**config.mk**
```make
export PLATFORM = sky130hd
export DESIGN_NAME = orbital_battery_energy_balance
export DESIGN_NICKNAME = d
export VERILOG_FILES = /design/src/rtl/obeb_pkg.sv /design/src/rtl/obeb_front.sv /design/src/rtl/obeb_queue.sv /design/src/rtl/obeb_back.sv /design/src/rtl/orbital_battery_energy_balance.sv
export SDC_FILE = /design/constraint.sdc
export NUM_CORES = 2
export LEC_CHECK = 0
export BUFFER_PORTS_ARGS = -buffer_cell sky130_fd_sc_hd__buf_2
export CAP_MARGIN = 20
export CORE_UTILIZATION = 45
export CTS_CLUSTER_DIAMETER = 30
export DETAILED_ROUTE_END_ITERATION = 12
export SYNTH_ARGS = -nofsm -noshare
export SYNTH_HDL_FRONTEND = slang
export SYNTH_HIERARCHICAL = 1
export SYNTH_SLANG_ARGS = --single-unit
```
**constraint.sdc**
```tcl
create_clock -name clk -period 28 [get_ports clk]
set_input_delay 2.8 -clock clk [delete_from_list [all_inputs] [get_ports clk]]
set_output_delay 2.8 -clock clk [all_outputs]
set_load 0.02 [all_outputs]
```
**src/rtl/obeb_pkg.sv**
```systemverilog
`timescale 1ns / 1ps

package obeb_pkg;

  localparam int TICK_W   = 16;
  localparam int CPU_W    = 10;
  localparam int REC_W    = 4;
  localparam int PCT_W    = 15;
  localparam int SOLAR_W  = 14;
  localparam int LOAD_W   = 14;
  localparam int CHARGE_W = 23;
  localparam int ORBIT_W  = 17;

  localparam logic [ORBIT_W-1:0]  ORBIT_MS       = 17'd90000;
  localparam logic [15:0]         SUNLIT_MS      = 16'd55800;
  localparam logic [SOLAR_W-1:0]  SOLAR_PEAK_Q12 = 14'd11878;
  localparam logic [CHARGE_W-1:0] CAPACITY_Q10   = 23'd4096000;
  localparam logic [CHARGE_W-1:0] CHARGE_RESET   = 23'd3276800;
  localparam logic [CPU_W-1:0]    CPU_MAX        = 10'd1000;
  localparam logic [LOAD_W-1:0]   LOAD_BASE      = 14'd256;
  localparam logic [63:0]         PI_Q30         = 64'd3373259426;

  typedef struct packed {
    logic [TICK_W-1:0] tick_ms;
    logic [CPU_W-1:0]  cpu_load_tenths;
    logic [REC_W-1:0]  recovery_count;
  } item_t;

  typedef enum logic [3:0] {
    ST_IDLE,
    ST_SCALE,
    ST_RECIP,
    ST_FIX,
    ST_ROM,
    ST_NET,
    ST_DIV,
    ST_CHARGE,
    ST_PCT,
    ST_OUT
  } state_t;

  // half sine in Q2.12 from an angle in Q30, truncated Taylor series
  function automatic logic [SOLAR_W-1:0] half_sine_q12(input logic [63:0] x);
    logic [63:0] term;
    logic [63:0] sum;
    logic [63:0] v;
    term = x;
    sum  = x;
    term = (((term * x) >> 30) * x) >> 30;
    term = term / 64'd6;
    sum  = (sum >= term) ? sum - term : 64'd0;
    term = (((term * x) >> 30) * x) >> 30;
    term = term / 64'd20;
    sum  = sum + term;
    term = (((term * x) >> 30) * x) >> 30;
    term = term / 64'd42;
    sum  = (sum >= term) ? sum - term : 64'd0;
    term = (((term * x) >> 30) * x) >> 30;
    term = term / 64'd72;
    sum  = sum + term;
    term = (((term * x) >> 30) * x) >> 30;
    term = term / 64'd110;
    sum  = (sum >= term) ? sum - term : 64'd0;
    term = (((term * x) >> 30) * x) >> 30;
    term = term / 64'd156;
    sum  = sum + term;
    term = (((term * x) >> 30) * x) >> 30;
    term = term / 64'd210;
    sum  = (sum >= term) ? sum - term : 64'd0;
    v = (sum * 64'(SOLAR_PEAK_Q12) + (64'd1 << 29)) >> 30;
    if (v > 64'(SOLAR_PEAK_Q12)) begin
      v = 64'(SOLAR_PEAK_Q12);
    end
    return v[SOLAR_W-1:0];
  endfunction

endpackage

```
**src/rtl/obeb_front.sv**
```systemverilog
`timescale 1ns / 1ps

module obeb_front #(
  parameter int MAX_RECOVERIES = 15
) (
  input  logic                          clk,
  input  logic                          rst_n,
  input  logic                          in_valid,
  output logic                          in_ready,
  input  logic [obeb_pkg::TICK_W-1:0]   in_tick_ms,
  input  logic [obeb_pkg::CPU_W-1:0]    in_cpu_load_tenths,
  input  logic [obeb_pkg::REC_W-1:0]    in_recovery_count,
  output logic                          push_valid,
  input  logic                          push_ready,
  output obeb_pkg::item_t               push_item
);

  logic            hold_valid_r;
  logic            hold_valid_nxt;
  obeb_pkg::item_t hold_item_r;
  obeb_pkg::item_t hold_item_nxt;

  assign in_ready   = !hold_valid_r || push_ready;
  assign push_valid = hold_valid_r;
  assign push_item  = hold_item_r;

  // clamp load and recovery count on the way in
  always_comb begin
    hold_item_nxt.tick_ms = in_tick_ms;
    if (in_cpu_load_tenths > obeb_pkg::CPU_MAX) begin
      hold_item_nxt.cpu_load_tenths = obeb_pkg::CPU_MAX;
    end else begin
      hold_item_nxt.cpu_load_tenths = in_cpu_load_tenths;
    end
    if (32'(in_recovery_count) > MAX_RECOVERIES) begin
      hold_item_nxt.recovery_count = obeb_pkg::REC_W'(MAX_RECOVERIES);
    end else begin
      hold_item_nxt.recovery_count = in_recovery_count;
    end
  end

  always_comb begin
    hold_valid_nxt = hold_valid_r;
    if (in_valid && in_ready) begin
      hold_valid_nxt = 1'b1;
    end else if (push_ready) begin
      hold_valid_nxt = 1'b0;
    end
  end

  always_ff @(posedge clk) begin
    if (!rst_n) begin
      hold_valid_r <= 1'b0;
    end else begin
      hold_valid_r <= hold_valid_nxt;
    end
  end

  always_ff @(posedge clk) begin
    if (in_valid && in_ready) begin
      hold_item_r <= hold_item_nxt;
    end
  end

endmodule

```
**src/rtl/obeb_queue.sv**
```systemverilog
`timescale 1ns / 1ps

module obeb_queue (
  input  logic            clk,
  input  logic            rst_n,
  input  logic            push_valid,
  output logic            push_ready,
  input  obeb_pkg::item_t push_item,
  output logic            pop_valid,
  input  logic            pop_ready,
  output obeb_pkg::item_t pop_item
);

  obeb_pkg::item_t slot_r [2];
  logic            wr_ptr_r;
  logic            wr_ptr_nxt;
  logic            rd_ptr_r;
  logic            rd_ptr_nxt;
  logic [1:0]      count_r;
  logic [1:0]      count_nxt;
  logic            do_push;
  logic            do_pop;

  assign push_ready = (count_r != 2'd2);
  assign pop_valid  = (count_r != 2'd0);
  assign pop_item   = slot_r[rd_ptr_r];
  assign do_push    = push_valid && push_ready;
  assign do_pop     = pop_valid && pop_ready;

  always_comb begin
    wr_ptr_nxt = do_push ? !wr_ptr_r : wr_ptr_r;
    rd_ptr_nxt = do_pop ? !rd_ptr_r : rd_ptr_r;
    count_nxt  = count_r + 2'(do_push) - 2'(do_pop);
  end

  always_ff @(posedge clk) begin
    if (!rst_n) begin
      wr_ptr_r <= 1'b0;
      rd_ptr_r <= 1'b0;
      count_r  <= 2'd0;
    end else begin
      wr_ptr_r <= wr_ptr_nxt;
      rd_ptr_r <= rd_ptr_nxt;
      count_r  <= count_nxt;
    end
  end

  always_ff @(posedge clk) begin
    if (do_push) begin
      slot_r[wr_ptr_r] <= push_item;
    end
  end

endmodule

```
**src/rtl/obeb_back.sv**
```systemverilog
`timescale 1ns / 1ps

module obeb_back #(
  parameter int SINE_TABLE_ENTRIES = 256
) (
  input  logic                            clk,
  input  logic                            rst_n,
  input  logic                            cfg_we,
  input  logic                            cfg_wdata,
  input  logic                            pop_valid,
  output logic                            pop_ready,
  input  obeb_pkg::item_t                 pop_item,
  output logic                            out_valid,
  input  logic                            out_ready,
  output logic [obeb_pkg::PCT_W-1:0]      out_battery_percent,
  output logic [obeb_pkg::SOLAR_W-1:0]    out_solar_current,
  output logic                            out_in_sunlight,
  output logic [obeb_pkg::LOAD_W-1:0]     out_load_watts
);

  localparam int NW  = $clog2(SINE_TABLE_ENTRIES + 1);
  localparam int IW  = $clog2(SINE_TABLE_ENTRIES);
  localparam int PW  = obeb_pkg::ORBIT_W + NW;
  localparam int SI  = 16 + NW;
  localparam logic [63:0] RI = (64'd1 << SI) / 64'd55800;
  localparam int RIW = $clog2(RI + 64'd1);
  localparam int QW  = NW + 1;

  // reciprocals for the fixed divisors
  localparam logic [9:0]  RL = 10'd524;
  localparam logic [23:0] RD = 24'd8589934;
  localparam logic [15:0] RP = 16'd52428;

  localparam logic [QW-1:0] IDX_LAST = QW'(SINE_TABLE_ENTRIES - 1);
  localparam logic [QW-1:0] IDX_N    = QW'(SINE_TABLE_ENTRIES);

  logic [obeb_pkg::SOLAR_W-1:0] sine_rom [SINE_TABLE_ENTRIES];

  for (genvar gi = 0; gi < SINE_TABLE_ENTRIES; gi++) begin : g_sine
    localparam logic [63:0] J =
      (2 * gi <= SINE_TABLE_ENTRIES) ? 64'(gi) : 64'(SINE_TABLE_ENTRIES - gi);
    localparam logic [63:0] X = (obeb_pkg::PI_Q30 * J) / SINE_TABLE_ENTRIES;
    localparam logic [obeb_pkg::SOLAR_W-1:0] V = obeb_pkg::half_sine_q12(X);
    assign sine_rom[gi] = V;
  end

  obeb_pkg::state_t state_r;
  obeb_pkg::state_t state_nxt;

  logic                            pop;
  logic                            out_load;

  logic                            force_drain_r;
  logic [obeb_pkg::ORBIT_W-1:0]    orbit_r;
  logic [obeb_pkg::ORBIT_W-1:0]    orbit_nxt;
  logic [obeb_pkg::CHARGE_W-1:0]   charge_r;
  logic [obeb_pkg::CHARGE_W-1:0]   charge_nxt;
  logic                            out_valid_r;

  logic [obeb_pkg::TICK_W-1:0]     tick_r;
  logic [obeb_pkg::CPU_W-1:0]      cpu_r;
  logic [obeb_pkg::REC_W-1:0]      rec_r;
  logic [PW-1:0]                   p_r;
  logic [18:0]                     lv_r;
  logic                            sunlit_r;
  logic [QW-1:0]                   iq0_r;
  logic [9:0]                      lq0_r;
  logic [IW-1:0]                   idx_r;
  logic [obeb_pkg::LOAD_W-1:0]     load_r;
  logic [obeb_pkg::SOLAR_W-1:0]    rom_q_r;
  logic [obeb_pkg::SOLAR_W-1:0]    solar_r;
  logic signed [36:0]              num_r;
  logic [29:0]                     m32_r;
  logic                            neg_r;
  logic [23:0]                     dq0_r;
  logic [17:0]                     pv_r;
  logic [15:0]                     pq0_r;

  logic [obeb_pkg::PCT_W-1:0]      pct_out_r;
  logic [obeb_pkg::SOLAR_W-1:0]    solar_out_r;
  logic                            sunlit_out_r;
  logic [obeb_pkg::LOAD_W-1:0]     load_out_r;

  logic [obeb_pkg::ORBIT_W:0]      orbit_sum;
  logic [PW+RIW-1:0]               iprod;
  logic [28:0]                     lprod;
  logic [PW-1:0]                   imul;
  logic [PW-1:0]                   irem;
  logic [QW-1:0]                   iq;
  logic [QW-1:0]                   iq_clamp;
  logic [18:0]                     lrem;
  logic [9:0]                      lq;
  logic [obeb_pkg::SOLAR_W-1:0]    solar_sel;
  logic signed [19:0]              diff;
  logic signed [36:0]              num;
  logic [35:0]                     mag;
  logic [53:0]                     dprod;
  logic [29:0]                     drem;
  logic [23:0]                     dq;
  logic signed [25:0]              ch;
  logic [obeb_pkg::CHARGE_W-1:0]   pv_sum;
  logic [33:0]                     pprod;
  logic [17:0]                     prem;
  logic [15:0]                     pq;

  // phase wrap
  always_comb begin
    orbit_sum = (obeb_pkg::ORBIT_W + 1)'(orbit_r) + (obeb_pkg::ORBIT_W + 1)'(pop_item.tick_ms);
    if (orbit_sum >= (obeb_pkg::ORBIT_W + 1)'(obeb_pkg::ORBIT_MS)) begin
      orbit_nxt = obeb_pkg::ORBIT_W'(orbit_sum - (obeb_pkg::ORBIT_W + 1)'(obeb_pkg::ORBIT_MS));
    end else begin
      orbit_nxt = obeb_pkg::ORBIT_W'(orbit_sum);
    end
  end

  // reciprocal products and their corrections
  always_comb begin
    iprod = (PW + RIW)'(p_r) * (PW + RIW)'(RI[RIW-1:0]);
    lprod = 29'(lv_r) * 29'(RL);
    imul  = PW'(iq0_r) * PW'(obeb_pkg::SUNLIT_MS);
    irem  = p_r - imul;
    iq    = (irem >= PW'(obeb_pkg::SUNLIT_MS)) ? iq0_r + QW'(1) : iq0_r;
    iq_clamp = (iq >= IDX_N) ? IDX_LAST : iq;
    lrem  = lv_r - 19'(lq0_r) * 19'd1000;
    lq    = (lrem >= 19'd1000) ? lq0_r + 10'd1 : lq0_r;
  end

  // net power over the tick and its rounding to charge units
  always_comb begin
    solar_sel = sunlit_r ? rom_q_r : '0;
    diff = $signed(20'({solar_sel, 2'b00}) + 20'(solar_sel))
         - $signed(20'({load_r, 4'b0000}));
    if (force_drain_r) begin
      num = -$signed(37'({tick_r, 15'b0}));
    end else begin
      num = 37'(diff) * $signed({21'b0, tick_r});
    end
    mag   = num_r[36] ? 36'(-num_r) + 36'd2000 : 36'(num_r) + 36'd2000;
    dprod = 54'(mag[34:5]) * 54'(RD);
    drem  = m32_r - 30'(dq0_r) * 30'd125;
    dq    = (drem >= 30'd125) ? dq0_r + 24'd1 : dq0_r;
    if (neg_r) begin
      ch = $signed(26'(charge_r)) - $signed(26'(dq));
    end else begin
      ch = $signed(26'(charge_r)) + $signed(26'(dq));
    end
    if (ch > $signed(26'(obeb_pkg::CAPACITY_Q10))) begin
      charge_nxt = obeb_pkg::CAPACITY_Q10;
    end else if (ch < 26'sd0) begin
      charge_nxt = '0;
    end else begin
      charge_nxt = obeb_pkg::CHARGE_W'(ch);
    end
  end

  // charge to percent
  always_comb begin
    pv_sum = charge_r + obeb_pkg::CHARGE_W'(80);
    pprod  = 34'(pv_sum[22:5]) * 34'(RP);
    prem   = pv_r - 18'(pq0_r) * 18'd5;
    pq     = (prem >= 18'd5) ? pq0_r + 16'd1 : pq0_r;
  end

  always_comb begin
    state_nxt = state_r;
    case (state_r)
      obeb_pkg::ST_IDLE:   if (pop_valid) state_nxt = obeb_pkg::ST_SCALE;
      obeb_pkg::ST_SCALE:  state_nxt = obeb_pkg::ST_RECIP;
      obeb_pkg::ST_RECIP:  state_nxt = obeb_pkg::ST_FIX;
      obeb_pkg::ST_FIX:    state_nxt = obeb_pkg::ST_ROM;
      obeb_pkg::ST_ROM:    state_nxt = obeb_pkg::ST_NET;
      obeb_pkg::ST_NET:    state_nxt = obeb_pkg::ST_DIV;
      obeb_pkg::ST_DIV:    state_nxt = obeb_pkg::ST_CHARGE;
      obeb_pkg::ST_CHARGE: state_nxt = obeb_pkg::ST_PCT;
      obeb_pkg::ST_PCT:    state_nxt = obeb_pkg::ST_OUT;
      obeb_pkg::ST_OUT:    if (!out_valid_r || out_ready) state_nxt = obeb_pkg::ST_IDLE;
      default:             state_nxt = obeb_pkg::ST_IDLE;
    endcase
  end

  always_comb begin
    pop      = 1'b0;
    out_load = 1'b0;
    case (state_r)
      obeb_pkg::ST_IDLE: pop      = pop_valid;
      obeb_pkg::ST_OUT:  out_load = !out_valid_r || out_ready;
      default: begin
        pop      = 1'b0;
        out_load = 1'b0;
      end
    endcase
  end

  assign pop_ready = pop;

  always_ff @(posedge clk) begin
    if (!rst_n) begin
      state_r       <= obeb_pkg::ST_IDLE;
      force_drain_r <= 1'b0;
      orbit_r       <= '0;
      charge_r      <= obeb_pkg::CHARGE_RESET;
      out_valid_r   <= 1'b0;
    end else begin
      state_r <= state_nxt;
      if (cfg_we) begin
        force_drain_r <= cfg_wdata;
      end
      if (pop) begin
        orbit_r <= orbit_nxt;
      end
      if (state_r == obeb_pkg::ST_CHARGE) begin
        charge_r <= charge_nxt;
      end
      if (out_load) begin
        out_valid_r <= 1'b1;
      end else if (out_ready) begin
        out_valid_r <= 1'b0;
      end
    end
  end

  always_ff @(posedge clk) begin
    rom_q_r <= sine_rom[idx_r];
    case (state_r)
      obeb_pkg::ST_IDLE: begin
        tick_r <= pop_item.tick_ms;
        cpu_r  <= pop_item.cpu_load_tenths;
        rec_r  <= pop_item.recovery_count;
      end
      obeb_pkg::ST_SCALE: begin
        p_r      <= PW'(orbit_r) * PW'(SINE_TABLE_ENTRIES);
        lv_r     <= {cpu_r, 9'b0} + 19'd500;
        sunlit_r <= (16'(orbit_r) < obeb_pkg::SUNLIT_MS) && !orbit_r[16];
      end
      obeb_pkg::ST_RECIP: begin
        iq0_r <= iprod[SI +: QW];
        lq0_r <= lprod[28:19];
      end
      obeb_pkg::ST_FIX: begin
        idx_r  <= IW'(iq_clamp);
        load_r <= obeb_pkg::LOAD_BASE + obeb_pkg::LOAD_W'(lq)
                + obeb_pkg::LOAD_W'(rec_r) * obeb_pkg::LOAD_W'(640);
      end
      obeb_pkg::ST_NET: begin
        solar_r <= solar_sel;
        num_r   <= num;
      end
      obeb_pkg::ST_DIV: begin
        neg_r <= num_r[36];
        m32_r <= mag[34:5];
        dq0_r <= dprod[53:30];
      end
      obeb_pkg::ST_PCT: begin
        pv_r  <= pv_sum[22:5];
        pq0_r <= pprod[33:18];
      end
      obeb_pkg::ST_OUT: begin
        if (out_load) begin
          pct_out_r    <= obeb_pkg::PCT_W'(pq);
          solar_out_r  <= solar_r;
          sunlit_out_r <= sunlit_r;
          load_out_r   <= load_r;
        end
      end
      default: begin
        tick_r <= tick_r;
      end
    endcase
  end

  assign out_valid           = out_valid_r;
  assign out_battery_percent = pct_out_r;
  assign out_solar_current   = solar_out_r;
  assign out_in_sunlight     = sunlit_out_r;
  assign out_load_watts      = load_out_r;

endmodule

```
**src/rtl/orbital_battery_energy_balance.sv**
```systemverilog
`timescale 1ns / 1ps

// Orbital battery energy balance. Each input word is one simulation tick;
// the block advances the orbit phase, looks up the solar current, forms the
// load and integrates the net power into the battery charge, then returns
// one result word. A front register and a two-word queue take new words
// while the back end works. The back end is a sequencer that steps each
// word through idle, scale, reciprocal, fix, lookup, net power, divide,
// charge, percent and output, taking a new word only back in idle. A
// finished result waits in the output register, and the next word waits
// in output until it is taken. force_drain is to be written through
// cfg_we/cfg_wdata only while the block is idle; it is not enforced.
module orbital_battery_energy_balance #(
  parameter int SINE_TABLE_ENTRIES = 256,
  parameter int MAX_RECOVERIES     = 15
) (
  input  logic                          clk,
  input  logic                          rst_n,
  input  logic                          cfg_we,
  input  logic                          cfg_wdata,
  input  logic                          in_valid,
  output logic                          in_ready,
  input  logic [obeb_pkg::TICK_W-1:0]   in_tick_ms,
  input  logic [obeb_pkg::CPU_W-1:0]    in_cpu_load_tenths,
  input  logic [obeb_pkg::REC_W-1:0]    in_recovery_count,
  output logic                          out_valid,
  input  logic                          out_ready,
  output logic [obeb_pkg::PCT_W-1:0]    out_battery_percent,
  output logic [obeb_pkg::SOLAR_W-1:0]  out_solar_current,
  output logic                          out_in_sunlight,
  output logic [obeb_pkg::LOAD_W-1:0]   out_load_watts
);

  logic            push_valid;
  logic            push_ready;
  obeb_pkg::item_t push_item;
  logic            pop_valid;
  logic            pop_ready;
  obeb_pkg::item_t pop_item;

  obeb_front #(
    .MAX_RECOVERIES(MAX_RECOVERIES)
  ) u_front (
    .clk                (clk),
    .rst_n              (rst_n),
    .in_valid           (in_valid),
    .in_ready           (in_ready),
    .in_tick_ms         (in_tick_ms),
    .in_cpu_load_tenths (in_cpu_load_tenths),
    .in_recovery_count  (in_recovery_count),
    .push_valid         (push_valid),
    .push_ready         (push_ready),
    .push_item          (push_item)
  );

  obeb_queue u_queue (
    .clk        (clk),
    .rst_n      (rst_n),
    .push_valid (push_valid),
    .push_ready (push_ready),
    .push_item  (push_item),
    .pop_valid  (pop_valid),
    .pop_ready  (pop_ready),
    .pop_item   (pop_item)
  );

  obeb_back #(
    .SINE_TABLE_ENTRIES(SINE_TABLE_ENTRIES)
  ) u_back (
    .clk                 (clk),
    .rst_n               (rst_n),
    .cfg_we              (cfg_we),
    .cfg_wdata           (cfg_wdata),
    .pop_valid           (pop_valid),
    .pop_ready           (pop_ready),
    .pop_item            (pop_item),
    .out_valid           (out_valid),
    .out_ready           (out_ready),
    .out_battery_percent (out_battery_percent),
    .out_solar_current   (out_solar_current),
    .out_in_sunlight     (out_in_sunlight),
    .out_load_watts      (out_load_watts)
  );

endmodule
```
Word-level counts from Yosys, hierarchy flattened
Memories as Yosys holds them, arrays and structs flattened. A register that Yosys moved wholly into a read port is not among the register bits.
Index checks and enable logic that the tools add are counted.
W data, S select, Z words.
{"block": "word_totals", "mem_count": 2, "in_bits": 36, "ramBits": 60, "reg_bits": 374, "rom_bits": 3584}
{"memory": "(no name shown)", "words": 256, "word_bits": 14, "rd": 1, "rd_ports_with_merged_regs": 1, "wr": 0, "line_no": "obeb_back.sv:223", "rtl": "rom_q_r <= sine_rom[idx_r];"}
{"memory": "u_queue.slot_r", "words": 2, "word_bits": 30, "rd": 1, "rd_ports_with_merged_regs": 1, "wr": 1, "line_no": "obeb_queue.sv:14", "rtl": "obeb_pkg::item_t slot_r [2];"}
{"block": "op_classes", "n_mul": 10, "mux": 24, "reduce_logical": 17, "n_eq_ne": 12, "order_cmp": 10, "n_bitwise": 1, "add_sub_neg": 24}
{"cell": "$add A35 B11 Y35 const B", "n": 2}
{"cell": "$mul A30 B23 Y53 const B", "n": 1}
{"cell": "$mux W23", "n": 2}
{"cell": "$pmux W4 S10", "n": 1}
{"cell": "$mul A20 B17 Y37", "n": 1}
{"cell": "$mux W37", "n": 1}
{"cell": "$neg A31 Y37", "n": 1}
{"cell": "$mux W35", "n": 1}
{"cell": "$neg A35 Y35", "n": 1}
{"cell": "$mul A18 B14 Y32 const B", "n": 1}
{"cell": "$ge A30 B7 Y1 const B", "n": 1}
{"cell": "$mul A24 B7 Y30 const B", "n": 1}
{"cell": "$sub A30 B30 Y30", "n": 1}
{"cell": "$mul A17 B10 Y27 const B", "n": 1}
{"cell": "$mul A19 B8 Y27 const B", "n": 1}
{"cell": "$ge A26 B16 Y1 const B", "n": 1}
{"cell": "$gt A26 B23 Y1 const B", "n": 1}
{"cell": "$lt A26 B1 Y1 const B", "n": 1}
{"cell": "$mux W26", "n": 1}
{"cell": "$sub A25 B26 Y26", "n": 1}
{"cell": "$add A23 B24 Y25", "n": 1}
{"cell": "$sub A23 B24 Y25", "n": 1}
{"cell": "$add A24 B1 Y24 const B", "n": 1}
{"cell": "$mux W24", "n": 1}
{"cell": "other kinds (43)", "n": 72}

Depth between registers and ports, before layout
{"block": "depth", "depth_word": 9, "ltp_mapped": 43, "depth_no_buf": 40}

Modules after synthesis
Netlist, hierarchy kept.
{"module": "obeb_back", "seq_area_each_um2": 9699.3, "cells_each": 6856, "area_each_um2": 63896.3, "instances": 1}
{"module": "obeb_queue", "seq_area_each_um2": 1901.8, "cells_each": 123, "area_each_um2": 2418.6, "instances": 1}
{"module": "obeb_front", "seq_area_each_um2": 920.9, "cells_each": 47, "area_each_um2": 1027.2, "instances": 1}

Worst setup path before layout
No wires, ideal clock.
{"block": "synth_timing", "path_type": "register to register", "startpoint": "register u_back.sunlit_r", "endpoint": "register u_back.num_r[36], data pin", "stages_incl_launch_ff": 40, "path_buffers": 3, "setup_ns": 0.279, "synth_period_minus_slack_ns": 9.472, "t_arrival_ns": 9.193, "required_time_ns": 27.721, "setup_slack_ns": 18.528, "cell_sequence": "edfxtp_1 > clkbuf_1 > clkbuf_1 > nand2_1 > fa_1 > inv_1 > ha_1 > o21ai_0 > a21boi_0 > o21ai_0 > a21boi_0 > o21ai_0 > a21boi_0 > o21ai_0 > nand2b_1 > and4_1 > o31ai_1 > xor2_1 > [... 4 more ...] > fa_1 > inv_1 > fa_1 > fa_1 > fa_1 > inv_1 > fa_1 > ha_1 > nand3_1 > nor4_1 > o31a_1 > o21a_1 > nand4_1 > a311oi_1 > a211oi_1 > a21oi_1 > xnor2_1 > o21ai_0"}
{"block": "synth_between", "elab_chain_len": 5}
{"element": "start, declared", "line_no": "obeb_back.sv:65", "rtl": "logic sunlit_r;"}
{"element": "start signal, assigned", "line_no": "obeb_back.sv:233", "rtl": "sunlit_r <= (16'(orbit_r) < obeb_pkg::SUNLIT_MS) && !orbit_r[16];"}
{"element": "$mux W14", "line_no": "obeb_back.sv:130", "rtl": "solar_sel = sunlit_r ? rom_q_r : '0;"}
{"element": "$add A16 B14 Y17", "line_no": "obeb_back.sv:131", "rtl": "diff = $signed(20'({solar_sel, 2'b00}) + 20'(solar_sel))"}
{"element": "$sub A17 B18 Y19", "line_no": "obeb_back.sv:132", "rtl": "- $signed(20'({load_r, 4'b0000}));"}
{"element": "$mul A20 B17 Y37", "line_no": "obeb_back.sv:136", "rtl": "num = 37'(diff) * $signed({21'b0, tick_r});"}
{"element": "$mux W37", "line_no": "obeb_back.sv:133", "rtl": "if (force_drain_r) begin"}
{"element": "via u_back.num[36]", "line_no": "obeb_back.sv:95", "rtl": "logic signed [36:0] num;"}
{"element": "end signal, assigned", "line_no": "obeb_back.sv:246", "rtl": "num_r <= num;"}
{"element": "end, declared", "line_no": "obeb_back.sv:72", "rtl": "logic signed [36:0] num_r;"}
The timed path passes the listed nets, and every way through them passes these cells.
A chain may end at the register's enable or synchronous reset.

Worst setup path after layout
{"block": "layout_timing", "startpoint": "register u_back.sunlit_r", "endpoint": "register u_back.num_r[36], data pin"}
{"block": "layout_between", "elab_chain_len": 5}
{"element": "$mux W14", "line_no": "obeb_back.sv:130"}
{"element": "$add A16 B14 Y17", "line_no": "obeb_back.sv:131"}
{"element": "$sub A17 B18 Y19", "line_no": "obeb_back.sv:132"}
{"element": "via u_back.diff[1]", "line_no": "obeb_back.sv:94", "rtl": "logic signed [19:0] diff;"}
{"element": "$mul A20 B17 Y37", "line_no": "obeb_back.sv:136"}
{"element": "$mux W37", "line_no": "obeb_back.sv:133"}
{"element": "via u_back.num[36]", "line_no": "obeb_back.sv:95"}
The timed path passes the listed nets, and every way through them passes these cells.

==> flow_summary_export.csv <==
group,metric,value,unit
status,run_status,"complete, no violations",
yosys,synth_top_family_by_area,"adder cells",
run,maxCapViolCount,0,
timing,hold_viol,0,
worst_hold_path,min-delay-start,"u_back/solar_r[3]$_DFFE_PP_",
yosys,yosysTopAreaCell,"fa_1",
critical_path,crit_arrival,11.31,ns
global_route,antenna_found_initial,6,
yosys,netlist_instances,7026,
timing,setup_viol,0,
critical_path,crit_type,"reg -> reg",
final_layout,diodes,0,
place,port_buffers,81,
critical_path,critical_path.top_delay_family,"adder cells",
detailed_routing,drcViolationCount,0,
timing,relSlewSlack,23.6,%
global_route,met2_usage,38.9,%
timing,clock.fmax,0.0915,GHz
detailed_routing,drtAntennaViolNets,0,
final_layout,final_area,73600,um2
die,fp.coreArea,148000,um2
yosys,synthFlopType,"edfxtp_1",
clocking,ctsResizeCount,0,
timing,finClkSkew,0.0527,ns
clocking,cts_buffer_depth,3,
die,die_w,389,um
yosys,yosysSeqAreaShare,18.6,%
clocking,h-tree-depth,3,
place,place_worst_setup_slack,16.69,ns
worst_hold_path,hold_class,"reg -> reg",
clocking,cts.sink_count,439,
detailed_routing,avgViaCountPerCell,5.44,
clocking,cts-root-buf,"clkbuf_16",
clocking,cts_tree,"done",
yosys,muxShareOfSynthArea,1.21,%
timing,layout_worst_path_cycle_share,39.0,%
global_route,grt_max_degree,93,
global_route,grt_pass1_wl,282000,um
timing,slew_violations,0,
detailed_routing,num_vias,49600,
clocking,cts_made_buffers,95,
critical_path,cpMostUsedCell,"fa_1",
yosys,syn_area,67300,um2
final_layout,nets,9027,
yosys,synth_edf_count,373,
yosys,syn_nets,8952,
yosys,synth_top_area_share,25.2,%
critical_path,crit_buf_inv,6,
detailed_routing,wl,175000,um
detailed_routing,avgRoutedWirePerCell,19.2,um
clocking,cts_setup_buffers,0,
clocking,clock_latency,0.71,ns
timing,fin_ws,17.07,ns
yosys,yosysWarnings,6,
yosys,synth-adder-area-share,44.6,%
yosys,ys_top_cells_by_count,"inv_1, ha_1, fa_1",
yosys,synth_most_common_cell,"inv_1",
clocking,ctsHoldBuffers,0,
global_route,grt-ovfl-total,0,
timing,rsz0062_at_grt,"false",
yosys,syn_avg_cell_area,9.58,um2
timing,layout_min_cycle_time,10.93,ns
critical_path,worstReg2RegStart,"u_back/sunlit_r$_DFFE_PP_",
critical_path,cp.required,28.39,ns
detailed_routing,drtIter0Drc,3659,
yosys,synth-compound-area-share,10.7,%
critical_path,max_stage_delay,0.63,ns
global_route,grt_pass1_vias,51100,
timing,tns,0,ns
yosys,synth_simple_gate_area_share,11.3,%
critical_path,critPathCaptureType,"register",
yosys,ys_ff_latch,439,
critical_path,startpoint,"u_back/sunlit_r$_DFFE_PP_",
final_layout,area_growth,9.34,%
timing,hold_ws,0.403,ns
die,dieArea,151000,um2
place,placed_cell_area,70200,um2
global_route,grtUsageTotal,23.6,%
clocking,clkSlewWorstSetupHoldPaths,0.05,ns
detailed_routing,dr.pass1.iters,6,
yosys,synth_area_leaders,"fa_1, ha_1, edfxtp_1, inv_1, xnor2_1",
timing,tightest_slew,1.15,ns
die,initial_utilization,45.4,%
critical_path,crit_path_start_kind,"register",
die,num_rows,141,
global_route,grt.busiest_layer,"met2",
global_route,globalRouteMet1Util,31.7,%
global_route,met3_usage,3.62,%
critical_path,critical_path.max_fanout,26,
yosys,synth_xor_xnor_area_share,4.46,%
die,die-height,389,um
yosys,synth.distinct_cells,115,
critical_path,cpMaxStageDelayCell,"a311oi_1",
place,dpl.hpwl,139000,um
die,pin_count,82,
final_layout,drive_gt1_share,6.21,%
place,gp_congestion,0.942,
yosys,async_flop_share,0,%
[flip-flops by register name, summed over array words and instances (netlist names), 14 cells and up, named ones only]
register	count
u_back/out_solar_current	14
u_back/tick_r	16
u_back/charge_r	23
u_back/p_r	17
u_back/solar_r	14
u_front/push_item	30
u_back/pv_r	18
u_queue/slot_r	60
u_back/num_r	36
u_back/pq0_r	16
u_back/dq0_r	24
u_back/orbit_r	17
u_back/m32_r	30
u_back/load_r	14
u_back/out_battery_percent	15
u_back/rom_q_r	14
u_back/out_load_watts	14
[cell usage in the layout (no fill, tap or decap), drive strengths merged, types with 119 or more instances in the layout]
cell	count
nor2	293
nor3	124
edfxtp	373
xnor2	221
a21oi	293
inv	1442
fa	849
xor2	119
nand2	502
ha	1041
buf	181
o21ai	268
and2	138
[metrics by stage]
stage          cells  util (%)
3_5_place_dp    8931      47.4
6_report        9114      49.7
5_1_grt         9114      49.7
4_1_cts         9111      49.7
2_1_floorplan   7026         -
3_3_place_gp    8928      47.3
[routing by layer]
layer / vias up / share of wire, %
met5: - / 0.0074
met4: 2 / 3.2
met3: 256 / 5.7
met2: 1346 / 47
met1: 24500 / 44
li1: 23500 / -
[cells by family after synthesis]
kind of cell | after synthesis
XOR/XNOR | 341
AND/OR/NAND/NOR | 1549
adder cells (fa/ha/maj) | 1890
AO/OA/AOI/OAI | 1107
multiplexers | 67
flip-flops | 439
buffers and inverters | 1633
[layout make-up]
cell class / count / area, um2
Clock buffer: 100 / 2440
Clock inverter: 80 / 981
Fill cell: 13800 / 74600
Inverter: 1430 / 5370
Multi-Input combinational cell: 4954 / 48700
Sequential cell: 439 / 12500
Tap cell: 1930 / 2410
Timing Repair Buffer: 181 / 1180
[path summary, 6_finish.rpt]
| kind | to | cells after the start | slack, ns |
|---|---|---|---|
| worst min-delay path | u_back/out_solar_current[3]$_DFFE_PP_ | 0 | 0.40 |
| worst max register to register | u_back/num_r[36]$_DFFE_PP_ | 38 | 17.07 |
| worst min register to register | u_back/out_solar_current[3]$_DFFE_PP_ | 0 | 0.40 |
| worst max-delay path | u_back/num_r[36]$_DFFE_PP_ | 38 | 17.07 |
Power is left out: the tool's default activity adds up to more than one toggle a clock period on the data nets, which glitch-free logic cannot reach.
